**src/hdl/mrfd_pkg.sv**
```systemverilog
package mrfd_pkg;

    localparam int FRAME_BYTES = 25;
    localparam int DATA_BYTES  = FRAME_BYTES - 2;
    localparam int FIELD_BYTES = 23;
    localparam int STORE_DEPTH = 32;
    localparam int POS_W       = $clog2(STORE_DEPTH);

    localparam int QUEUE_DEPTH = 4;
    localparam int QPTR_W      = $clog2(QUEUE_DEPTH);
    localparam int QCNT_W      = $clog2(QUEUE_DEPTH + 1);

    localparam logic [15:0] CRC_INIT = 16'hFFFF;
    localparam logic [15:0] CRC_POLY = 16'hA001;

    localparam logic [1:0] STATUS_OK    = 2'd0;
    localparam logic [1:0] STATUS_CRC   = 2'd1;
    localparam logic [1:0] STATUS_SHORT = 2'd2;

    typedef enum logic [1:0] {
        KIND_BYTE,
        KIND_LAST,
        KIND_ABORT
    } kind_t;

    typedef struct packed {
        kind_t      kind;
        logic [7:0] data;
    } item_t;

    function automatic logic [15:0] crc_step(input logic [15:0] c);
        logic [15:0] shifted;
        shifted = c >> 1;
        return c[0] ? (shifted ^ CRC_POLY) : shifted;
    endfunction

endpackage

```
**src/hdl/mrfd_front.sv**
```systemverilog
module mrfd_front (
    input  logic              clk,
    input  logic              rst_n,
    input  logic              push,
    input  logic              action,
    input  logic [7:0]        rx_byte,
    input  logic              q_full,
    output logic              q_push,
    output mrfd_pkg::item_t   q_item
);

    logic [mrfd_pkg::POS_W-1:0] count_reg;
    logic [mrfd_pkg::POS_W-1:0] count_next;
    logic                       accept;
    logic                       keep;

    assign accept = push && !q_full;

    always_comb
    begin
        count_next  = count_reg;
        keep        = 1'b1;
        q_item.data = rx_byte;
        q_item.kind = mrfd_pkg::KIND_BYTE;
        if (action)
        begin
            // timeout with nothing received is dropped here
            if (count_reg == '0)
            begin
                keep = 1'b0;
            end
            else
            begin
                q_item.kind = mrfd_pkg::KIND_ABORT;
                count_next  = '0;
            end
        end
        else if (count_reg == mrfd_pkg::POS_W'(mrfd_pkg::FRAME_BYTES - 1))
        begin
            q_item.kind = mrfd_pkg::KIND_LAST;
            count_next  = '0;
        end
        else
        begin
            count_next = count_reg + 1'b1;
        end
    end

    assign q_push = accept && keep;

    always_ff @(posedge clk or negedge rst_n)
    begin
        if (!rst_n)
        begin
            count_reg <= '0;
        end
        else if (accept)
        begin
            count_reg <= count_next;
        end
    end

endmodule

```
**src/hdl/mrfd_queue.sv**
```systemverilog
module mrfd_queue (
    input  logic            clk,
    input  logic            rst_n,
    input  logic            wr_en,
    input  mrfd_pkg::item_t wr_item,
    input  logic            rd_en,
    output mrfd_pkg::item_t rd_item,
    output logic            q_empty,
    output logic            q_full
);

    mrfd_pkg::item_t             entry_reg [mrfd_pkg::QUEUE_DEPTH];
    logic [mrfd_pkg::QPTR_W-1:0] wr_ptr_reg;
    logic [mrfd_pkg::QPTR_W-1:0] rd_ptr_reg;
    logic [mrfd_pkg::QCNT_W-1:0] count_reg;
    logic                        do_wr;
    logic                        do_rd;

    assign q_empty = (count_reg == '0);
    assign q_full  = (count_reg == mrfd_pkg::QCNT_W'(mrfd_pkg::QUEUE_DEPTH));
    assign do_wr   = wr_en && !q_full;
    assign do_rd   = rd_en && !q_empty;
    assign rd_item = entry_reg[rd_ptr_reg];

    always_ff @(posedge clk)
    begin
        if (do_wr)
        begin
            entry_reg[wr_ptr_reg] <= wr_item;
        end
    end

    always_ff @(posedge clk or negedge rst_n)
    begin
        if (!rst_n)
        begin
            wr_ptr_reg <= '0;
            rd_ptr_reg <= '0;
            count_reg  <= '0;
        end
        else
        begin
            if (do_wr)
            begin
                wr_ptr_reg <= wr_ptr_reg + 1'b1;
            end
            if (do_rd)
            begin
                rd_ptr_reg <= rd_ptr_reg + 1'b1;
            end
            unique case ({do_wr, do_rd})
                2'b10:   count_reg <= count_reg + 1'b1;
                2'b01:   count_reg <= count_reg - 1'b1;
                default: count_reg <= count_reg;
            endcase
        end
    end

endmodule

```
**src/hdl/mrfd_back.sv**
```systemverilog
module mrfd_back (
    input  logic            clk,
    input  logic            rst_n,
    input  mrfd_pkg::item_t q_item,
    input  logic            q_empty,
    output logic            q_pop,
    input  logic            pop,
    output logic            empty,
    output logic [1:0]      status,
    output logic [15:0]     voltage_raw,
    output logic [31:0]     current_raw,
    output logic [31:0]     power_raw,
    output logic [31:0]     energy_raw,
    output logic [15:0]     frequency_raw,
    output logic [15:0]     factor_raw,
    output logic [15:0]     alarm_word
);

    typedef enum logic {
        ST_IDLE,
        ST_SHIFT
    } state_t;

    localparam logic [2:0] SHIFT_LAST = 3'd6;

    state_t                     state_reg, state_next;
    logic [2:0]                 bit_reg, bit_next;
    logic [15:0]                crc_reg, crc_next;
    logic [mrfd_pkg::POS_W-1:0] pos_reg, pos_next;
    logic                       valid_reg, valid_next;
    logic [1:0]                 status_reg, status_next;
    logic [15:0]                voltage_reg, voltage_next;
    logic [31:0]                current_reg, current_next;
    logic [31:0]                power_reg, power_next;
    logic [31:0]                energy_reg, energy_next;
    logic [15:0]                frequency_reg, frequency_next;
    logic [15:0]                factor_reg, factor_next;
    logic [15:0]                alarm_reg, alarm_next;

    logic [7:0]  store_reg [mrfd_pkg::STORE_DEPTH];
    logic [7:0]  dbyte [mrfd_pkg::FIELD_BYTES];
    logic        store_wr;
    logic        slot_free;
    logic        load;
    logic [15:0] got_crc;

    assign slot_free = !valid_reg || pop;
    assign got_crc   = {q_item.data, store_reg[mrfd_pkg::POS_W'(mrfd_pkg::FRAME_BYTES - 2)]};

    always_comb
    begin
        for (int i = 0; i < mrfd_pkg::FIELD_BYTES; i++)
        begin
            dbyte[i] = (i < mrfd_pkg::DATA_BYTES) ? store_reg[mrfd_pkg::POS_W'(i)] : 8'd0;
        end
    end

    always_comb
    begin
        state_next     = state_reg;
        bit_next       = bit_reg;
        crc_next       = crc_reg;
        pos_next       = pos_reg;
        valid_next     = valid_reg && !pop;
        status_next    = status_reg;
        voltage_next   = voltage_reg;
        current_next   = current_reg;
        power_next     = power_reg;
        energy_next    = energy_reg;
        frequency_next = frequency_reg;
        factor_next    = factor_reg;
        alarm_next     = alarm_reg;
        q_pop          = 1'b0;
        store_wr       = 1'b0;
        load           = 1'b0;
        unique case (state_reg)
            ST_IDLE:
            begin
                if (!q_empty)
                begin
                    unique case (q_item.kind)
                        mrfd_pkg::KIND_BYTE:
                        begin
                            q_pop    = 1'b1;
                            store_wr = 1'b1;
                            pos_next = pos_reg + 1'b1;
                            if (pos_reg < mrfd_pkg::POS_W'(mrfd_pkg::DATA_BYTES))
                            begin
                                crc_next   = mrfd_pkg::crc_step(crc_reg ^ {8'd0, q_item.data});
                                bit_next   = '0;
                                state_next = ST_SHIFT;
                            end
                        end
                        mrfd_pkg::KIND_LAST,
                        mrfd_pkg::KIND_ABORT:
                        begin
                            if (slot_free)
                            begin
                                q_pop          = 1'b1;
                                load           = 1'b1;
                                valid_next     = 1'b1;
                                crc_next       = mrfd_pkg::CRC_INIT;
                                pos_next       = '0;
                                status_next    = mrfd_pkg::STATUS_SHORT;
                                voltage_next   = '0;
                                current_next   = '0;
                                power_next     = '0;
                                energy_next    = '0;
                                frequency_next = '0;
                                factor_next    = '0;
                                alarm_next     = '0;
                                if (q_item.kind == mrfd_pkg::KIND_LAST)
                                begin
                                    if (got_crc != crc_reg)
                                    begin
                                        status_next = mrfd_pkg::STATUS_CRC;
                                    end
                                    else
                                    begin
                                        status_next    = mrfd_pkg::STATUS_OK;
                                        voltage_next   = {dbyte[3], dbyte[4]};
                                        current_next   = {dbyte[7], dbyte[8], dbyte[5], dbyte[6]};
                                        power_next     = {dbyte[11], dbyte[12], dbyte[9], dbyte[10]};
                                        energy_next    = {dbyte[15], dbyte[16], dbyte[13], dbyte[14]};
                                        frequency_next = {dbyte[17], dbyte[18]};
                                        factor_next    = {dbyte[19], dbyte[20]};
                                        alarm_next     = {dbyte[21], dbyte[22]};
                                    end
                                end
                            end
                        end
                        default:
                        begin
                            q_pop = 1'b1;
                        end
                    endcase
                end
            end
            ST_SHIFT:
            begin
                crc_next = mrfd_pkg::crc_step(crc_reg);
                bit_next = bit_reg + 1'b1;
                if (bit_reg == SHIFT_LAST)
                begin
                    state_next = ST_IDLE;
                end
            end
            default:
            begin
                state_next = ST_IDLE;
            end
        endcase
    end

    always_ff @(posedge clk)
    begin
        if (store_wr)
        begin
            store_reg[pos_reg] <= q_item.data;
        end
    end

    always_ff @(posedge clk or negedge rst_n)
    begin
        if (!rst_n)
        begin
            state_reg     <= ST_IDLE;
            bit_reg       <= '0;
            crc_reg       <= mrfd_pkg::CRC_INIT;
            pos_reg       <= '0;
            valid_reg     <= 1'b0;
            status_reg    <= mrfd_pkg::STATUS_OK;
            voltage_reg   <= '0;
            current_reg   <= '0;
            power_reg     <= '0;
            energy_reg    <= '0;
            frequency_reg <= '0;
            factor_reg    <= '0;
            alarm_reg     <= '0;
        end
        else
        begin
            state_reg     <= state_next;
            bit_reg       <= bit_next;
            crc_reg       <= crc_next;
            pos_reg       <= pos_next;
            valid_reg     <= valid_next;
            status_reg    <= status_next;
            voltage_reg   <= voltage_next;
            current_reg   <= current_next;
            power_reg     <= power_next;
            energy_reg    <= energy_next;
            frequency_reg <= frequency_next;
            factor_reg    <= factor_next;
            alarm_reg     <= alarm_next;
        end
    end

    assign empty         = !valid_reg;
    assign status        = status_reg;
    assign voltage_raw   = voltage_reg;
    assign current_raw   = current_reg;
    assign power_raw     = power_reg;
    assign energy_raw    = energy_reg;
    assign frequency_raw = frequency_reg;
    assign factor_raw    = factor_reg;
    assign alarm_word    = alarm_reg;

    a_no_pop_while_shifting: assert property (@(posedge clk) disable iff (!rst_n)
        (state_reg == ST_SHIFT) |-> !q_pop)
        else $error("request taken during crc shift");

    a_load_into_free_slot: assert property (@(posedge clk) disable iff (!rst_n)
        load |-> (!valid_reg || pop))
        else $error("result overwrote a waiting result");

    a_frame_restart: assert property (@(posedge clk) disable iff (!rst_n)
        load |=> (crc_reg == mrfd_pkg::CRC_INIT) && (pos_reg == '0) && !empty)
        else $error("frame state not restarted after result");

    a_pos_in_frame: assert property (@(posedge clk) disable iff (!rst_n)
        pos_reg < mrfd_pkg::POS_W'(mrfd_pkg::FRAME_BYTES))
        else $error("byte position past frame end");

endmodule

```
**src/hdl/meter_response_frame_decoder.sv**
```systemverilog
// energy meter reply decoder, read-input-registers response with crc-16 check
// input channel: push/full with action and rx_byte; a request is taken when
//   push is high and full is low; action 1 is a receive timeout
// result channel: empty/pop; while empty is low the oldest result is on
//   status and the raw value ports; pop with empty low takes it
// front stage counts bytes of the frame, drops a timeout with no frame in
//   progress and tags the last byte; a 4-entry queue feeds the back stage
// back stage stores bytes and runs the crc one bit per cycle: each data byte
//   is folded in bit by bit, while the two crc bytes and a timeout run no
//   crc shift, so the bit-serial crc sets how fast a full frame is taken
// a last byte or timeout is written to a queue entry; its result is then
//   registered in the result slot once the requests ahead of it are taken,
//   the back stage is idle and the slot is free; the queue absorbs up to 4 requests
// reset clears the frame position, the crc to all ones and the result slot
// a stalled receiver holds the result; the back stage then waits on the next
//   frame end, the queue fills and full rises until pop is given
module meter_response_frame_decoder (
    input  logic        clk,
    input  logic        rst_n,
    input  logic        push,
    output logic        full,
    input  logic        action,
    input  logic [7:0]  rx_byte,
    output logic        empty,
    input  logic        pop,
    output logic [1:0]  status,
    output logic [15:0] voltage_raw,
    output logic [31:0] current_raw,
    output logic [31:0] power_raw,
    output logic [31:0] energy_raw,
    output logic [15:0] frequency_raw,
    output logic [15:0] factor_raw,
    output logic [15:0] alarm_word
);

    mrfd_pkg::item_t wr_item;
    mrfd_pkg::item_t rd_item;
    logic            q_push;
    logic            q_pop;
    logic            q_empty;
    logic            q_full;

    assign full = q_full;

    mrfd_front u_front (
        .clk     (clk),
        .rst_n   (rst_n),
        .push    (push),
        .action  (action),
        .rx_byte (rx_byte),
        .q_full  (q_full),
        .q_push  (q_push),
        .q_item  (wr_item)
    );

    mrfd_queue u_queue (
        .clk     (clk),
        .rst_n   (rst_n),
        .wr_en   (q_push),
        .wr_item (wr_item),
        .rd_en   (q_pop),
        .rd_item (rd_item),
        .q_empty (q_empty),
        .q_full  (q_full)
    );

    mrfd_back u_back (
        .clk           (clk),
        .rst_n         (rst_n),
        .q_item        (rd_item),
        .q_empty       (q_empty),
        .q_pop         (q_pop),
        .pop           (pop),
        .empty         (empty),
        .status        (status),
        .voltage_raw   (voltage_raw),
        .current_raw   (current_raw),
        .power_raw     (power_raw),
        .energy_raw    (energy_raw),
        .frequency_raw (frequency_raw),
        .factor_raw    (factor_raw),
        .alarm_word    (alarm_word)
    );

endmodule
```
**config.mk**
```make
export PLATFORM = sky130hd
export DESIGN_NAME = meter_response_frame_decoder
export DESIGN_NICKNAME = d
export VERILOG_FILES = /design/src/hdl/mrfd_pkg.sv /design/src/hdl/mrfd_front.sv /design/src/hdl/mrfd_queue.sv /design/src/hdl/mrfd_back.sv /design/src/hdl/meter_response_frame_decoder.sv
export SDC_FILE = /design/constraint.sdc
export NUM_CORES = 1
export LEC_CHECK = 0
export BUFFER_PORTS_ARGS = -buffer_cell sky130_fd_sc_hd__buf_2
export CORE_MARGIN = 4
export CORE_UTILIZATION = 55
export CTS_BUF_LIST = sky130_fd_sc_hd__clkbuf_8
export CTS_CLUSTER_DIAMETER = 200
export CTS_CLUSTER_SIZE = 30
export DETAILED_ROUTE_END_ITERATION = 8
export PLACE_DENSITY = 0.75
export REMOVE_ABC_BUFFERS = 1
export SKIP_CTS_REPAIR_TIMING = 1
export SYNTH_ARGS = -nofsm -noshare
export SYNTH_HDL_FRONTEND = slang
export SYNTH_SLANG_ARGS = --single-unit
```
**constraint.sdc**
```tcl
create_clock -name clk -period 8.9 [get_ports clk]
set_input_delay 0.89 -clock clk [delete_from_list [all_inputs] [get_ports clk]]
set_output_delay 0.89 -clock clk [all_outputs]
set_load 0.02 [all_outputs]
```
==> impl_metrics.env, run 1 <==
export IMPL_grt_pass1_vias=9850
export IMPL_drt_iter0_markers=893
export IMPL_cp_max_fo=73
export IMPL_finalWeightedCongestion=0.772
export IMPL_synth_top_area_cell="edfxtp_1"
export IMPL_timing_critical_path_buf_inv=2
export IMPL_comb_power_share=0.292
export IMPL_rsz0062_at_grt="no"
export IMPL_slew_headroom=0.211
export IMPL_swShare=0.371
export IMPL_slowest_delay_ns=0.87
export IMPL_max_cap_viol_count=0
export IMPL_worstPathCellList="mux4_2 -> xor2_1 -> nor3_1 -> nand3_4 -> buf_4 -> buf_4 -> o31ai_1"
export IMPL_setup_tns_ns=0
export IMPL_yosysTopAreaCellShare=0.381
export IMPL_hp_class="primary input to asynchronous set/reset pin"
export IMPL_root_buffer="clkbuf_8"
export IMPL_fin_crit_sh=0.499
export IMPL_vias=10100
export IMPL_cp_data_arrival_time_ns=4.92
export IMPL_drv_slew=0
export IMPL_gr_total_overflow=0
export IMPL_slowest_stage="mux4_2"
export IMPL_ys_flop_type="edfxtp_1"
export IMPL_io_pins=177
export IMPL_htreeDepth=1
export IMPL_dr_pass1_iters=8
export IMPL_fmax_mhz=225
export IMPL_setup_viol=0
export IMPL_die_h_um=181
export IMPL_initial_core_util=0.565
export IMPL_p_leak_nw=6.89
export IMPL_avgRoutedWirePerCell_um=20.4
export IMPL_worstSetupPathType="flip-flop to flip-flop"
export IMPL_hold_viol_final=0
export IMPL_crit_family="buffers and inverters"
export IMPL_num_antenna_cells=0
export IMPL_drc_errors=0
export IMPL_finalClockSkew_ns=0.0350
export IMPL_syn_to_final_growth_pct=8.14
export IMPL_fp_dieW_um=181
export IMPL_clock_sinks=408
export IMPL_core_sq_um=29000
export IMPL_tightest_slew_ns=1.18
export IMPL_antenna_found_initial=0
export IMPL_ys_top_cells_by_area="edfxtp_1, dfrtp_1, o31ai_2, nand3_1, nand2_1"
export IMPL_grt_max_degree=121
export IMPL_crit_top_cell="buf_4"
export IMPL_viasPerCell=5.88
export IMPL_largest_register_ffs=168
export IMPL_ys_async_sr_fraction=0.490
export IMPL_fin_area_sq_um=17700
export IMPL_place_area_sq_um=17400
export IMPL_io_buffer_count=176
export IMPL_synth_seq_cells=408
export IMPL_p_int_mw=2.78
export IMPL_outcome="complete, no violations"
export IMPL_cts_clk_slew_worst_paths_ns=0.17
export IMPL_ant_nets=0
export IMPL_yosysSeqAreaShare=0.688
export IMPL_track_usage=0.210
export IMPL_nets=1352
export IMPL_die_area_sq_um=32600
export IMPL_cp_depth=7
export IMPL_cts_max_path_buffers=3
export IMPL_power_switching_mw=1.64
export IMPL_rows=62
export IMPL_drt_total_wl_um=35100
export IMPL_layout_drive_gt1_share=0.243
export IMPL_ys_warn_count=0
export IMPL_cts_buffers=17
export IMPL_synth_edf_count=208
export IMPL_reg2reg_depth=7
export IMPL_syn_area_sq_um=16400
export IMPL_finalPower_mw=4.41
export IMPL_crit_required_ns=9.38
export IMPL_peakVddDrop_mv=0.263
export IMPL_dp_hpwl_um=21600
export IMPL_timing_final_crit_period_ns=4.44
export IMPL_p_seq_frac=0.545
export IMPL_grt_pass1_wl_um=56300
export IMPL_syn_avg_cell_area_sq_um=13.4
export IMPL_clk_insertion_delay_late_ns=0.57
export IMPL_clockPowerShare=0.162
export IMPL_synthCells=1218
export IMPL_critPathCaptureType="flip-flop"
export IMPL_synth_common_cells="edfxtp_1, nand2_1, dfrtp_1"
export IMPL_synth_most_common_cell="edfxtp_1"
export IMPL_synth_cell_types=49
export IMPL_cts_tree="done"
export IMPL_startpoint_type="flip-flop"
export IMPL_power_density_nw_per_um2=249
## layout by cell type (no fill, tap or decap), drive strengths merged, types with 5 or more instances in the layout
cell type    n
a21oi       12
dfstp       16
ha          15
xnor2       17
xor2        16
nand2      190
o31ai      162
buf        185
and2         5
nand3      169
nor2        30
o22a         7
inv         28
o21ai       15
dfrtp      184
edfxtp     208
mux4        10
clkbuf      18
## final cells by class
type	instances	area (sq um)
fillers	2257	11300
clock buffers	17	234
inverters	17	63.8
well taps	384	480
multi-input cells	693	4640
flip-flops and latches	408	11300
repair buffers	186	965
clock inverters	12	57.6
## power by group through the flow
stage / Clock, mW / Sequential [mW] / Combinational, mW
global placement: 0 / 2.44 / 1.27
CTS: 0.730 / 2.41 / 1.30
finish: 0.717 / 2.41 / 1.29
detailed placement: 0 / 2.45 / 1.29
floorplan: 0 / 2.41 / 0.837
global route: 0.802 / 2.43 / 1.41
## kinds of logic after synthesis
kind of cell,after synthesis,share of synthesized area
compound gates,207,0.116
xor+xnor,33,0.0176
fa+ha+maj,16,0.0127
buf+inv,117,0.0324
flops,408,0.688
mux,13,0.0157
simple gates,424,0.117
## worst register-to-register path, stage by stage (launching register included)
cell	delay [ns]
dfrtp_1	0.79
mux4_2	0.88
xor2_1	0.26
nor3_1	0.34
nand3_4	0.56
buf_4	0.55
buf_4	0.51
o31ai_1	0.46
## metal layers
metal / up-vias / share of wire / track usage
met5: - / 0 / 0
met3: 37 / 0.058 / 0.0283
met4: 0 / 0.017 / 0.0393
met1: 5117 / 0.44 / 0.312
li1: 4633 / - / -
met2: 310 / 0.49 / 0.343
## worst paths after layout
check                      slack, ns                         startpoint                                   end
max                             4.46  u_queue.rd_ptr_reg[0]$_DFFE_PN0P_  u_back.frequency_raw[13]$_DFFE_PN0P_
min                             0.44                              rst_n          u_back.status[1]$_DFFE_PN0P_
max reg2reg                     4.46  u_queue.rd_ptr_reg[0]$_DFFE_PN0P_  u_back.frequency_raw[13]$_DFFE_PN0P_
min reg2reg                     0.49  u_back.voltage_raw[4]$_DFFE_PN0P_     u_back.voltage_raw[4]$_DFFE_PN0P_
max in group asynchronous       6.75                              rst_n      u_back.power_raw[13]$_DFFE_PN0P_
min in group clk                0.49  u_back.voltage_raw[4]$_DFFE_PN0P_     u_back.voltage_raw[4]$_DFFE_PN0P_
## metrics by stage
step / worst slack (ns) / hold WS (ns) / utilization / instances
2_1_floorplan: 1.67 / 0.447 / - / 1118
3_3_place_gp: 4.50 / 0.458 / 0.600 / 1688
3_5_place_dp: 4.46 / 0.460 / 0.600 / 1688
4_1_cts: 4.43 / 0.484 / 0.610 / 1717
5_1_grt: 4.11 / 0.495 / 0.610 / 1717
6_report: 4.46 / 0.435 / 0.610 / 1717
(Power assumes the default switching activity.)
==> inputs of run 2 (changes only) <==
--- a/config.mk
+++ b/config.mk
@@ -5,6 +5,7 @@
 export SDC_FILE = /design/constraint.sdc
 export NUM_CORES = 1
 export LEC_CHECK = 0
+export ABC_AREA = 1
 export BUFFER_PORTS_ARGS = -buffer_cell sky130_fd_sc_hd__buf_2
 export CORE_MARGIN = 4
 export CORE_UTILIZATION = 55
==> constraint.sdc (replaced) <==
create_clock -name clk -period 4.28 [get_ports clk]
set_input_delay 0.428 -clock clk [delete_from_list [all_inputs] [get_ports clk]]
set_output_delay 0.428 -clock clk [all_outputs]
set_load 0.02 [all_outputs]
==> run 2 against run 1 <==
  * Critical path depth is 5 higher
  * Critical endpoint is now u_back.power_raw[16]$_DFFE_PN0P_
  * Largest cell class unchanged
  * Power is 120% higher
  * Largest power group unchanged
  * Final cell count increased by 28%
==> impl_metrics.env, run 2 <==
export IMPL_rsz0062_at_grt="no"
export IMPL_hp_class="primary input to flip-flop"
export IMPL_timing_final_crit_period_ns=3.51
export IMPL_initial_core_util=0.555
export IMPL_ys_async_sr_fraction=0.490
export IMPL_post_place_cells=2165
export IMPL_cts_buffers=17
export IMPL_largest_register_ffs=168
export IMPL_clk_insertion_delay_late_ns=0.59
export IMPL_htreeDepth=1
export IMPL_syn_area_sq_um=16900
export IMPL_synth_cell_types=36
export IMPL_peakVddDrop_mv=0.480
export IMPL_synthCells=1662
export IMPL_layout_drive_gt1_share=0.142
export IMPL_antenna_found_initial=1
export IMPL_power_density_nw_per_um2=526
export IMPL_fin_crit_sh=0.819
export IMPL_viasPerCell=5.07
export IMPL_hold_viol_final=0
export IMPL_nets=1818
export IMPL_drt_total_wl_um=35100
export IMPL_critPathCaptureType="flip-flop"
export IMPL_rows=64
export IMPL_syn_to_final_growth_pct=8.25
export IMPL_ys_warn_count=0
export IMPL_finalClockSkew_ns=0.0304
export IMPL_final_cells=2196
export IMPL_synth_top_area_cell="edfxtp_1"
export IMPL_r2r_slack_ns=0.77
export IMPL_endpoint="u_back.power_raw[16]$_DFFE_PN0P_"
export IMPL_setup_tns_ns=0
export IMPL_io_buffer_count=176
export IMPL_max_cap_viol_count=0
export IMPL_crit_required_ns=4.80
export IMPL_clock_sinks=408
export IMPL_die_area_sq_um=33700
export IMPL_synth_common_cells="nand2_1, inv_1, nor2_1"
export IMPL_cts_tree="done"
export IMPL_reg2reg_depth=12
export IMPL_outcome="complete, no violations"
export IMPL_startpoint_type="flip-flop"
export IMPL_p_leak_nw=9.38
export IMPL_ys_flop_type="edfxtp_1"
export IMPL_grt_max_degree=124
export IMPL_syn_avg_cell_area_sq_um=10.2
export IMPL_finalPower_mw=9.66
export IMPL_ant_nets=0
export IMPL_r2r_start="u_queue.rd_ptr_reg[0]$_DFFE_PN0P_"
export IMPL_yosysTopAreaCellShare=0.369
export IMPL_core_sq_um=30500
export IMPL_cts_clk_slew_worst_paths_ns=0.17
export IMPL_hold_ws_ns=0.0265
export IMPL_yosysSeqAreaShare=0.665
export IMPL_die_h_um=184
export IMPL_track_usage=0.208
export IMPL_avgRoutedWirePerCell_um=16.0
export IMPL_vias=11100
export IMPL_drc_errors=0
export IMPL_worstSetupPathType="flip-flop to flip-flop"
export IMPL_gr_total_overflow=0
export IMPL_setup_viol=0
export IMPL_grt_pass1_wl_um=56600
export IMPL_num_antenna_cells=0
export IMPL_finalWeightedCongestion=0.829
export IMPL_fmax_mhz=285
export IMPL_cts_max_path_buffers=3
export IMPL_tightest_slew_ns=1.18
export IMPL_synth_edf_count=208
export IMPL_fp_dieW_um=184
export IMPL_layout_common_cells="nand2_1, inv_1, nor2_1"
export IMPL_synth_seq_cells=408
export IMPL_cp_data_arrival_time_ns=4.03
export IMPL_drt_iter0_markers=956
export IMPL_grt_pass1_vias=10600
export IMPL_synth_most_common_cell="nand2_1"
export IMPL_layout_commonest_cell="nand2_1"
export IMPL_dp_hpwl_um=21900
export IMPL_dr_pass1_iters=5
export IMPL_cp_max_fo=38
export IMPL_critPathLaunch="u_queue.rd_ptr_reg[0]$_DFFE_PN0P_"
export IMPL_reg2reg_to="u_back.power_raw[16]$_DFFE_PN0P_"
export IMPL_root_buffer="clkbuf_8"
export IMPL_drv_slew=0
export IMPL_io_pins=177
export IMPL_slew_headroom=0.211
export IMPL_ys_top_cells_by_area="edfxtp_1, dfrtp_1, nand2_1, nand3_1, inv_1"
## run 2: changes by cell type after synthesis, sizes merged, moves of 10 or more
cell | previous run | this run
a22oi | 0 | 10
inv | 17 | 225
nand3 | 169 | 196
nor2 | 30 | 219
buf | 22 | 38
o31ai | 162 | 0
xnor2 | 17 | 7
mux4 | 10 | 0
clkbuf | 78 | 43
nand2 | 190 | 426
## run 2: worst max-delay path: stages, from the launching register on
cell     delay (ns)
dfrtp_1        0.66
inv_2          0.36
nand2_1        0.08
a32oi_1        0.25
inv_1          0.07
ha_1           0.41
inv_1          0.10
nor3_2         0.39
nand2_4        0.36
buf_4          0.38
nor2_1         0.17
nand3_2        0.09
nand2_1        0.10
## run 2: per-layer routing
metal	global-route usage	routed length (um)	vias up
li1	-	-	5469
met1	0.306	15300	5279
met2	0.342	16600	339
met3	0.0265	2510	36
met4	0.0372	650	2
met5	0	13	-
## run 2: area by class of cell
| type | instances | area [sq um] |
|---|---|---|
| clock buffer | 17 | 234 |
| clock inverter | 13 | 65.1 |
| inverter | 225 | 847 |
| tap | 396 | 495 |
| sequential | 408 | 11300 |
| multi-input combinational | 948 | 4370 |
| fill | 2510 | 12200 |
| timing repair buffer | 189 | 1060 |
## run 2: stage by stage
| stage | setup WS, ns | util | cell area, sq um |
|---|---|---|---|
| after global placement | 0.958 | 0.591 | 18000 |
| after floorplan | -0.501 | - | 16500 |
| after CTS | 0.747 | 0.601 | 18300 |
| after global routing | 0.469 | 0.601 | 18300 |
| after detailed placement | 0.795 | 0.591 | 18000 |
| final | 0.775 | 0.601 | 18300 |
## run 2: where the power goes
part,internal (mW),switching [mW]
registers,4.86,0.219
logic,0.700,2.39
clock network,0.390,1.10
total,5.95,3.71
## run 2: cells by family (layout without fill, tap and decap cells)
family,after synthesis,count (layout),share of synthesized area
and+or+nand+nor,855,855,0.213
DFF,408,408,0.665
xor gates and xnor gates,27,27,0.0140
buffers and inverters,306,444,0.0781
adders and majority gates,16,16,0.0123
AOI/OAI and AO/OA,50,50,0.0174
## run 2: worst min path at each step
stage / from / cells after the start / end
2_1_floorplan: rst_n / 0 / u_back.alarm_word[0]$_DFFE_PN0P_
3_3_place_gp: u_back.current_raw[9]$_DFFE_PN0P_ / 2 / u_back.current_raw[9]$_DFFE_PN0P_
3_5_place_dp: u_back.energy_raw[27]$_DFFE_PN0P_ / 2 / u_back.energy_raw[27]$_DFFE_PN0P_
4_1_cts: rst_n / 1 / u_back.energy_raw[27]$_DFFE_PN0P_
5_1_grt: pop / 2 / u_back.valid_reg$_DFF_PN0_
6_report: pop / 2 / u_back.valid_reg$_DFF_PN0_
